[config.mk]
export PLATFORM = sky130hd
export DESIGN_NAME = preemptive_priority_event_scheduler
export DESIGN_NICKNAME = d
export VERILOG_FILES = /design/src/ppes_pkg.sv /design/src/preemptive_priority_event_scheduler.sv /design/src/ppes_store.sv
export SDC_FILE = /design/constraint.sdc
export NUM_CORES = 1
export LEC_CHECK = 0
export BUFFER_PORTS_ARGS = -buffer_cell sky130_fd_sc_hd__buf_4
export CAP_MARGIN = 20
export CELL_PAD_IN_SITES_DETAIL_PLACEMENT = 0
export CELL_PAD_IN_SITES_GLOBAL_PLACEMENT = 1
export CORE_MARGIN = 4
export CORE_UTILIZATION = 49
export DETAILED_ROUTE_END_ITERATION = 8
export HOLD_SLACK_MARGIN = 0.15
export PLACE_DENSITY_LB_ADDON = 0.1
export SYNTH_ARGS = -nofsm -noshare
export SYNTH_HDL_FRONTEND = slang
export SYNTH_SLANG_ARGS = --single-unit
[constraint.sdc]
create_clock -name aclk -period 11 [get_ports aclk]
set_input_delay 1.65 -clock aclk [delete_from_list [all_inputs] [get_ports aclk]]
set_output_delay 1.65 -clock aclk [all_outputs]
set_load 0.01 [all_outputs]
[src/ppes_pkg.sv]
package ppes_pkg;

    localparam int NumPrio    = 8;
    localparam int QueueDepth = 8;
    localparam int StackSlots = 8;
    localparam int PrioW      = 4;
    localparam int QIdxW      = 3;
    localparam int CntW       = 4;
    localparam int LevelW     = 8;
    localparam int SigW       = 8;
    localparam int ParW       = 8;
    localparam int EvW        = SigW + ParW;
    localparam int StoreAw    = 6;

    localparam logic [LevelW-1:0] LevelOff = 8'hFF;

    typedef enum logic [2:0] {
        OP_POST   = 3'd0,
        OP_FINISH = 3'd1,
        OP_LOCK   = 3'd2,
        OP_UNLOCK = 3'd3,
        OP_START  = 3'd4
    } op_t;

    // input beat
    typedef struct packed {
        logic [LevelW-1:0] level;
        logic [ParW-1:0]   event_param;
        logic [SigW-1:0]   event_signal;
        logic [PrioW-1:0]  target_prio;
        logic [2:0]        op;
    } cmd_t;

    // result beat
    typedef struct packed {
        logic [LevelW-1:0] prior_prio;
        logic [LevelW-1:0] running_prio;
        logic [ParW-1:0]   dispatch_param;
        logic [SigW-1:0]   dispatch_signal;
        logic [PrioW-1:0]  dispatch_prio;
        logic              dispatch_valid;
        logic              accepted;
    } res_t;

    // highest set bit as priority 1..8, 0 when none
    function automatic logic [PrioW-1:0] top_prio(input logic [NumPrio-1:0] bits);
        logic [PrioW-1:0] p;
        p = '0;
        for (int i = 0; i < NumPrio; i++) begin
            if (bits[i]) p = PrioW'(i + 1);
        end
        return p;
    endfunction

endpackage

[src/preemptive_priority_event_scheduler.sv]
// A command beat is registered into the pending result and the store read
//   address; the store read data then loads the output register, which
//   holds the result beat. No new command is taken during the store read,
//   and a result held by m_tready low blocks the next command until it is taken.
// Reset: synchronous active-low aresetn clears queue indexes, fill counts,
//   ready bits and stack depth, sets the level to 255 and capacity to 8.
module preemptive_priority_event_scheduler (
    input  logic        aclk,
    input  logic        aresetn,
    input  logic        s_tvalid,
    output logic        s_tready,
    // op[2:0], target_prio[6:3], event_signal[14:7], event_param[22:15], level[30:23]
    input  logic [31:0] s_tdata,
    output logic        m_tvalid,
    input  logic        m_tready,
    // accepted[0], dispatch_valid[1], dispatch_prio[5:2], dispatch_signal[13:6],
    // dispatch_param[21:14], running_prio[29:22], prior_prio[37:30]
    output logic [39:0] m_tdata,
    input  logic        psel,
    input  logic        penable,
    input  logic        pwrite,
    input  logic [1:0]  paddr,
    input  logic [31:0] pwdata,
    output logic [31:0] prdata,
    output logic        pready
);
    import ppes_pkg::*;

    typedef enum logic {ST_IDLE, ST_READ} state_t;

    state_t            state_reg;
    cmd_t              cmd;
    logic [CntW-1:0]   cap_reg;
    logic [QIdxW-1:0]  widx_reg [NumPrio];
    logic [QIdxW-1:0]  ridx_reg [NumPrio];
    logic [CntW-1:0]   fill_reg [NumPrio];
    logic [NumPrio-1:0] ready_reg;
    logic [LevelW-1:0] level_reg;
    logic [LevelW-1:0] stack_reg [StackSlots];
    logic [CntW-1:0]   sdepth_reg;
    res_t              pend_reg;
    logic [PrioW-1:0]  dprio_reg;
    logic              out_valid_reg;
    res_t              out_reg;

    logic              st_we;
    logic [StoreAw-1:0] st_waddr, st_raddr;
    logic [EvW-1:0]    st_wdata, st_rdata;

    logic [CntW-1:0]   cap_eff;
    logic              in_fire;

    assign cmd      = cmd_t'(s_tdata[30:0]);
    assign pready   = 1'b1;
    assign prdata   = {28'd0, cap_reg};
    assign cap_eff  = (cap_reg > CntW'(QueueDepth)) ? CntW'(QueueDepth) : cap_reg;
    assign s_tready = (state_reg == ST_IDLE) && (!out_valid_reg || m_tready);
    assign in_fire  = s_tvalid && s_tready;

    function automatic logic [QIdxW-1:0] nxt(input logic [QIdxW-1:0] i,
                                             input logic [CntW-1:0] c);
        logic [CntW-1:0] n;
        n = CntW'(i) + 1'b1;
        if (n >= c || n >= CntW'(QueueDepth)) n = '0;
        return n[QIdxW-1:0];
    endfunction

    // command decode: state updates, store access and pending result
    logic [NumPrio-1:0] rdy_n;
    logic [NumPrio-1:0] rdy_q;
    logic [CntW-1:0]    fill_n [NumPrio];
    logic [LevelW-1:0]  lvl_n;
    logic [CntW-1:0]    sd_n;
    logic               sched;
    logic [PrioW-1:0]   qp;
    logic [QIdxW-1:0]   dq;
    logic [QIdxW-1:0]   tq;
    res_t               res_n;
    res_t               out_n;

    always_comb begin
        rdy_n   = ready_reg;
        lvl_n   = level_reg;
        sd_n    = sdepth_reg;
        sched   = 1'b0;
        res_n   = '0;
        st_we   = 1'b0;
        tq      = cmd.target_prio[QIdxW-1:0] - 1'b1;
        st_waddr = {tq, widx_reg[tq]};
        st_wdata = {cmd.event_param, cmd.event_signal};
        case (op_t'(cmd.op))
            OP_POST: begin
                if (cmd.target_prio >= 1 && cmd.target_prio <= PrioW'(NumPrio)
                    && fill_reg[tq] < cap_eff) begin
                    st_we = 1'b1;
                    res_n.accepted = 1'b1;
                    if (fill_reg[tq] == '0) begin
                        rdy_n[tq] = 1'b1;
                        sched = 1'b1;
                    end
                end
            end
            OP_FINISH: begin
                if (sdepth_reg != '0) begin
                    sd_n  = sdepth_reg - 1'b1;
                    lvl_n = stack_reg[sd_n[QIdxW-1:0]];
                    sched = 1'b1;
                end
            end
            OP_LOCK: begin
                res_n.prior_prio = level_reg;
                if (cmd.level > level_reg) lvl_n = cmd.level;
            end
            OP_UNLOCK: begin
                if (cmd.level < level_reg) begin
                    lvl_n = cmd.level;
                    sched = 1'b1;
                end
            end
            OP_START: begin
                if (sdepth_reg == '0) begin
                    lvl_n = '0;
                    sched = 1'b1;
                end
            end
            default: ;
        endcase
        qp = top_prio(rdy_n);
        if (!(sched && qp != '0 && LevelW'(qp) > lvl_n
              && sd_n < CntW'(StackSlots))) begin
            qp = '0;
        end
        dq = qp[QIdxW-1:0] - 1'b1;
        st_raddr = {dq, ridx_reg[dq]};
        res_n.running_prio = (qp != '0) ? LevelW'(qp) : lvl_n;

        // queue occupancy after the post and the dequeue
        rdy_q = rdy_n;
        for (int i = 0; i < NumPrio; i++) fill_n[i] = fill_reg[i];
        if (st_we) fill_n[tq] = fill_reg[tq] + 1'b1;
        if (qp != '0) begin
            if (fill_n[dq] != '0) fill_n[dq] = fill_n[dq] - 1'b1;
            if (fill_n[dq] == '0) rdy_q[dq] = 1'b0;
        end
    end

    // result beat with the dequeued event
    always_comb begin
        out_n = pend_reg;
        if (dprio_reg != '0) begin
            out_n.dispatch_valid  = 1'b1;
            out_n.dispatch_prio   = dprio_reg;
            out_n.dispatch_signal = st_rdata[SigW-1:0];
            out_n.dispatch_param  = st_rdata[EvW-1:SigW];
        end
    end

    always_ff @(posedge aclk) begin
        if (!aresetn) begin
            state_reg     <= ST_IDLE;
            cap_reg       <= CntW'(QueueDepth);
            ready_reg     <= '0;
            level_reg     <= LevelOff;
            sdepth_reg    <= '0;
            out_valid_reg <= 1'b0;
            for (int i = 0; i < NumPrio; i++) begin
                widx_reg[i] <= '0;
                ridx_reg[i] <= '0;
                fill_reg[i] <= '0;
            end
        end else begin
            if (psel && penable && pwrite && paddr == 2'd0) begin
                cap_reg <= pwdata[CntW-1:0];
            end
            if (out_valid_reg && m_tready) out_valid_reg <= 1'b0;
            case (state_reg)
                ST_IDLE: begin
                    if (in_fire) begin
                        if (st_we) widx_reg[tq] <= nxt(widx_reg[tq], cap_eff);
                        for (int i = 0; i < NumPrio; i++) fill_reg[i] <= fill_n[i];
                        ready_reg  <= rdy_q;
                        level_reg  <= res_n.running_prio;
                        sdepth_reg <= sd_n + CntW'(qp != '0);
                        if (qp != '0) begin
                            stack_reg[sd_n[QIdxW-1:0]] <= lvl_n;
                            ridx_reg[dq] <= nxt(ridx_reg[dq], cap_eff);
                        end
                        pend_reg  <= res_n;
                        dprio_reg <= qp;
                        state_reg <= ST_READ;
                    end
                end
                ST_READ: begin
                    out_valid_reg <= 1'b1;
                    out_reg       <= out_n;
                    state_reg     <= ST_IDLE;
                end
                default: state_reg <= ST_IDLE;
            endcase
        end
    end

    ppes_store u_store (
        .aclk  (aclk),
        .we    (st_we && in_fire),
        .waddr (st_waddr),
        .wdata (st_wdata),
        .raddr (st_raddr),
        .rdata (st_rdata)
    );

    assign m_tvalid = out_valid_reg;
    assign m_tdata  = {2'd0, out_reg};

`ifndef SYNTHESIS
    a_stack_bound: assert property (@(posedge aclk) disable iff (!aresetn)
        sdepth_reg <= CntW'(StackSlots))
        else $error("stack depth overflow");
    a_read_follows: assert property (@(posedge aclk) disable iff (!aresetn)
        state_reg == ST_READ |=> m_tvalid)
        else $error("result not presented after store read");
    a_no_take_busy: assert property (@(posedge aclk) disable iff (!aresetn)
        state_reg == ST_READ |-> !s_tready)
        else $error("command taken during store read");
    a_dispatch_level: assert property (@(posedge aclk) disable iff (!aresetn)
        (state_reg == ST_READ && dprio_reg != '0) |-> level_reg == LevelW'(dprio_reg))
        else $error("level does not follow dispatch");
`endif

endmodule

[src/ppes_store.sv]
module ppes_store (
    input  logic                          aclk,
    input  logic                          we,
    input  logic [ppes_pkg::StoreAw-1:0]  waddr,
    input  logic [ppes_pkg::EvW-1:0]      wdata,
    input  logic [ppes_pkg::StoreAw-1:0]  raddr,
    output logic [ppes_pkg::EvW-1:0]      rdata
);
    import ppes_pkg::*;

    logic [EvW-1:0] mem [2**StoreAw];
    logic [EvW-1:0] rdata_reg;

    // one write and one registered read port; a read of the entry being
    // written returns the new data
    always_ff @(posedge aclk) begin
        if (we) begin
            mem[waddr] <= wdata;
        end
        if (we && waddr == raddr) begin
            rdata_reg <= wdata;
        end else begin
            rdata_reg <= mem[raddr];
        end
    end

    assign rdata = rdata_reg;

endmodule

==> run summary <==
The sequential area share after synthesis is 0.725, and the synthesis-to-finish area growth is 13.9%. The cell repeated most along the worst path is sky130_fd_sc_hd__inv_1. The tree is rooted in a sky130_fd_sc_hd__clkbuf_16. The cell area after technology mapping is 51700 um2.

The first detailed-routing pass took 6 iterations. The run finished with clean final reports. The run gives 0 as the remaining design rule violation count.

STA classifies the critical path startpoint as a primary input. The worst setup path is captured at a flip-flop. Leaving out filler cells and counting taps, the final layout contains 4395. The number of clock buffers added by TritonCTS is 135. The part of the cycle the worst path needs came out at 0.944. Routability-driven placement finished with a final weighted congestion of 0.853. In this run the deepest clock path goes through 3 buffers. Summed over all layers, the global routing overflow is 0. Once detail routing completed, the nets flagged for antenna violations numbered 0.

Async set-reset flop share out of synthesis: 0. The routed wire length per instance came out at 29.6 um. The die is 333 um wide.

For the setup TNS, the log shows 0 ns. For hold timing, the worst endpoint is m_tdata[26]$_DFFE_PP_. The number of hold buffers added after CTS was 0; the height of the die was 333 um. The effective utilization at floorplan is 0.496.

The tools report the origin of the worst min-delay path as out_n[26]$_DFFE_PP_. A synthesized cell averages 19.2 um2. For the number of placed instances, taps included, the log shows 4144. The biggest cell delay along the critical path works out to 0.50 ns.

Pin count of the biggest net entering global routing: 97. The floorplan step defined a die boundary enclosing 111000 um2. The share of post-route cells with drive strength above 1 was 0.281. The number of global-route vias before repair is 27500.

The logs give 0.152 mV for the peak supply drop and 0.0197 ns for the worst clock skew on the final layout. The tools report the net count reported at finish as 3013. The clock-pin transition on the worst setup and hold timing paths came out at 0.06 ns. Measured in cells, the most critical reg-to-reg path has a length of 38.

Library cell contributing the largest single delay on the critical path: sky130_fd_sc_hd__or3b_2. The number of input and output port buffers inserted came out at 87. The post-route core utilization was 0.565.

The H-tree was split into 4 levels. The most instantiated flip-flop cell in the synthesis netlist was sky130_fd_sc_hd__edfxtp_1. The run gives 118 as the floorplan row count. The achievable frequency was 96.3 MHz. The critical register-to-register path endpoint is fill_reg[6][0]$_SDFFCE_PN0P_. The data arrival time of the critical path was 10.87 ns.

Along the worst hold path, the cell count comes to 0. The core region is 104000 um2. The routed layout has 26600 vias. The filler cells instantiated in the layout total 7872. The register with the most flip-flops in the layout has 1024 of them.

The number of setup buffers added after CTS is 0. For flop-to-flop paths, the worst setup slack is 1.83 ns. The tools report the number of primary I/O pins as 148. For the total wire length, the log shows 130 mm. Before CTS, the worst setup slack after placement is -0.350 ns. For this design, the sink count on the clock tree is 1259. The final period demand of the worst path is 10.39 ns. The tools report the source of the worst register-to-register timing path as fill_reg[0][3]$_SDFFCE_PN0P_. The synthesized design contains 1227 enable-type register cells. The overall routing resource usage was 0.235; the number of max-cap violations was 0.

In this run, synthesis produced a sequential element count of 1259. Dividing total power by cell area gives a power density of 174 nW/um2. For the reported leakage power, the log shows 19.2 nW. The number of endpoints with negative hold slack in the final report was 0.

TritonCTS built the clock tree. During synthesis, Yosys emitted a total of 0 warnings. The path category of the worst min-delay check was flip-flop to flip-flop.

The clock reaches the later pin of the worst-skew pair after 0.74 ns. The final count of pins violating max slew is 0. Initial antenna violation count: 14.

The tools report the setup-violating endpoint count in the final report as 0. The per-cell via count in the routed design came out at 6.05. The first global-routing pass estimated 189 mm of wire.

Across the whole layout, storage elements account for 37500 um2. The worst setup slack after layout came out at 0.613 ns. At the pin with the least slew margin, the transition time is 1.17 ns. After the first detailed-routing iteration, the DRC count stood at 2762. The completed layout was analyzed and its total power is 10.3 mW. Number of standard cells after synthesis: 2700.

Headroom to the max-slew limit: 0.212. The number of different library cells used by synthesis comes to 90. The HPWL after detailed placement is 78.2 mm. Area of combinational cells with multiple inputs: 13500 um2. The type of the setup path with the least slack was primary input to flip-flop. STA puts the critical path data required time at 11.48 ns. In this run the worst path has a maximum fanout of 11.
cell type report:
cell class,instances,share of cell area
Timing Repair Buffer,215,0.0288
Clock buffer,171,0.0603
Antenna cell,3,0.000127
Tap cell,1380,0.0293
Sequential cell,1259,0.636
Clock inverter,72,0.0129
Multi-Input combinational cell,1245,0.229
Inverter,50,0.00329
routing by layer:
metal,part of all wire,GRT usage,wire length [um],vias up
li1,-,-,-,11400
met1,0.40,0.313,51800,14000
met2,0.51,0.396,65900,973
met3,0.065,0.0447,8410,209
met4,0.029,0.0777,3730,6
met5,0.00035,0,45,-
worst max-delay path by stage:
stage | startpoint | end | depth (start not counted)
global placement | s_tdata[4] | ready_reg[7]$_SDFFE_PN0P_ | 42
CTS | s_tdata[4] | ready_reg[7]$_SDFFE_PN0P_ | 42
floorplan | s_tdata[3] | ready_reg[3]$_SDFFE_PN0P_ | 46
global route | s_tdata[4] | ridx_reg[0][0]$_SDFFCE_PN0P_ | 42
detailed placement | s_tdata[4] | ready_reg[7]$_SDFFE_PN0P_ | 42
finish | s_tdata[4] | fill_reg[6][0]$_SDFFCE_PN0P_ | 43
report_power, final:
| part | total, mW | internal [mW] | leakage (nW) | switching, mW |
|---|---|---|---|---|
| Clock | 4.42 | 2.57 | 2.10 | 1.85 |
| Combinational | 0.521 | 0.185 | 5.65 | 0.337 |
| Sequential | 5.32 | 5.30 | 11.4 | 0.0205 |
| Total | 10.3 | 8.05 | 19.2 | 2.21 |
cells in the mapped netlist, types with 11 or more instances:
cell / n / area [um2]
sky130_fd_sc_hd__edfxtp_1: 1227 / 36800
sky130_fd_sc_hd__mux4_2: 357 / 8040
sky130_fd_sc_hd__nor2_1: 207 / 777
sky130_fd_sc_hd__nand2_1: 122 / 458
sky130_fd_sc_hd__clkbuf_1: 94 / 353
sky130_fd_sc_hd__o21ai_0: 56 / 280
sky130_fd_sc_hd__a21oi_1: 52 / 260
sky130_fd_sc_hd__mux2i_1: 45 / 450
sky130_fd_sc_hd__inv_1: 44 / 165
sky130_fd_sc_hd__buf_1: 38 / 143
sky130_fd_sc_hd__and2_1: 37 / 231
sky130_fd_sc_hd__ha_1: 34 / 425
sky130_fd_sc_hd__buf_4: 32 / 240
sky130_fd_sc_hd__dfxtp_1: 32 / 641
sky130_fd_sc_hd__nor3_1: 30 / 150
sky130_fd_sc_hd__nand3_1: 28 / 140
sky130_fd_sc_hd__nand2b_1: 15 / 93.8
sky130_fd_sc_hd__nor2b_1: 15 / 93.8
sky130_fd_sc_hd__mux2_2: 13 / 146
sky130_fd_sc_hd__a211oi_1: 11 / 82.6
sky130_fd_sc_hd__a31oi_1: 11 / 68.8
kinds of logic after synthesis:
family / count (synthesis) / share of synthesized area
and+or+nand+nor: 514 / 0.0461
buffers and inverters: 225 / 0.0191
AOI/OAI and AO/OA: 235 / 0.0317
DFF: 1259 / 0.725
muxes: 417 / 0.167
xor gates and xnor gates: 14 / 0.00273
adders and majority gates: 34 / 0.00822
other: 2 / 0.000145
timing repair:
action	CTS	global route
resized for setup	0	6
hold endpoints to repair	0	0
endpoints found under the setup margin	0	42
through the flow:
step	hold slack [ns]	cell area [um2]
2_1_floorplan	0.400	51800
3_3_place_gp	0.407	54500
3_5_place_dp	0.406	54500
4_1_cts	0.420	58800
5_1_grt	0.422	58900
6_report	0.420	58900
critical path: cells and delay by family:
kind / cells / cell delay, ns
and+or+nand+nor: 12 / 3.04
adders and majority gates: 5 / 1.32
muxes: 4 / 0.94
xor gates and xnor gates: 1 / 0.18
buffers and inverters: 10 / 1.55
AOI/OAI and AO/OA: 11 / 2.15
cell usage in the layout, fill, tap and decap left out, drive strengths merged, types with 38 or more instances in the layout:
cell and n:
edfxtp 1227, mux4 357, buf 215, nor2 207
clkbuf 171, nand2 123, o21ai 57, inv 55
a21oi 52, clkinv 51, mux2i 45, and2 38
Power figures use the tool's default switching activity.
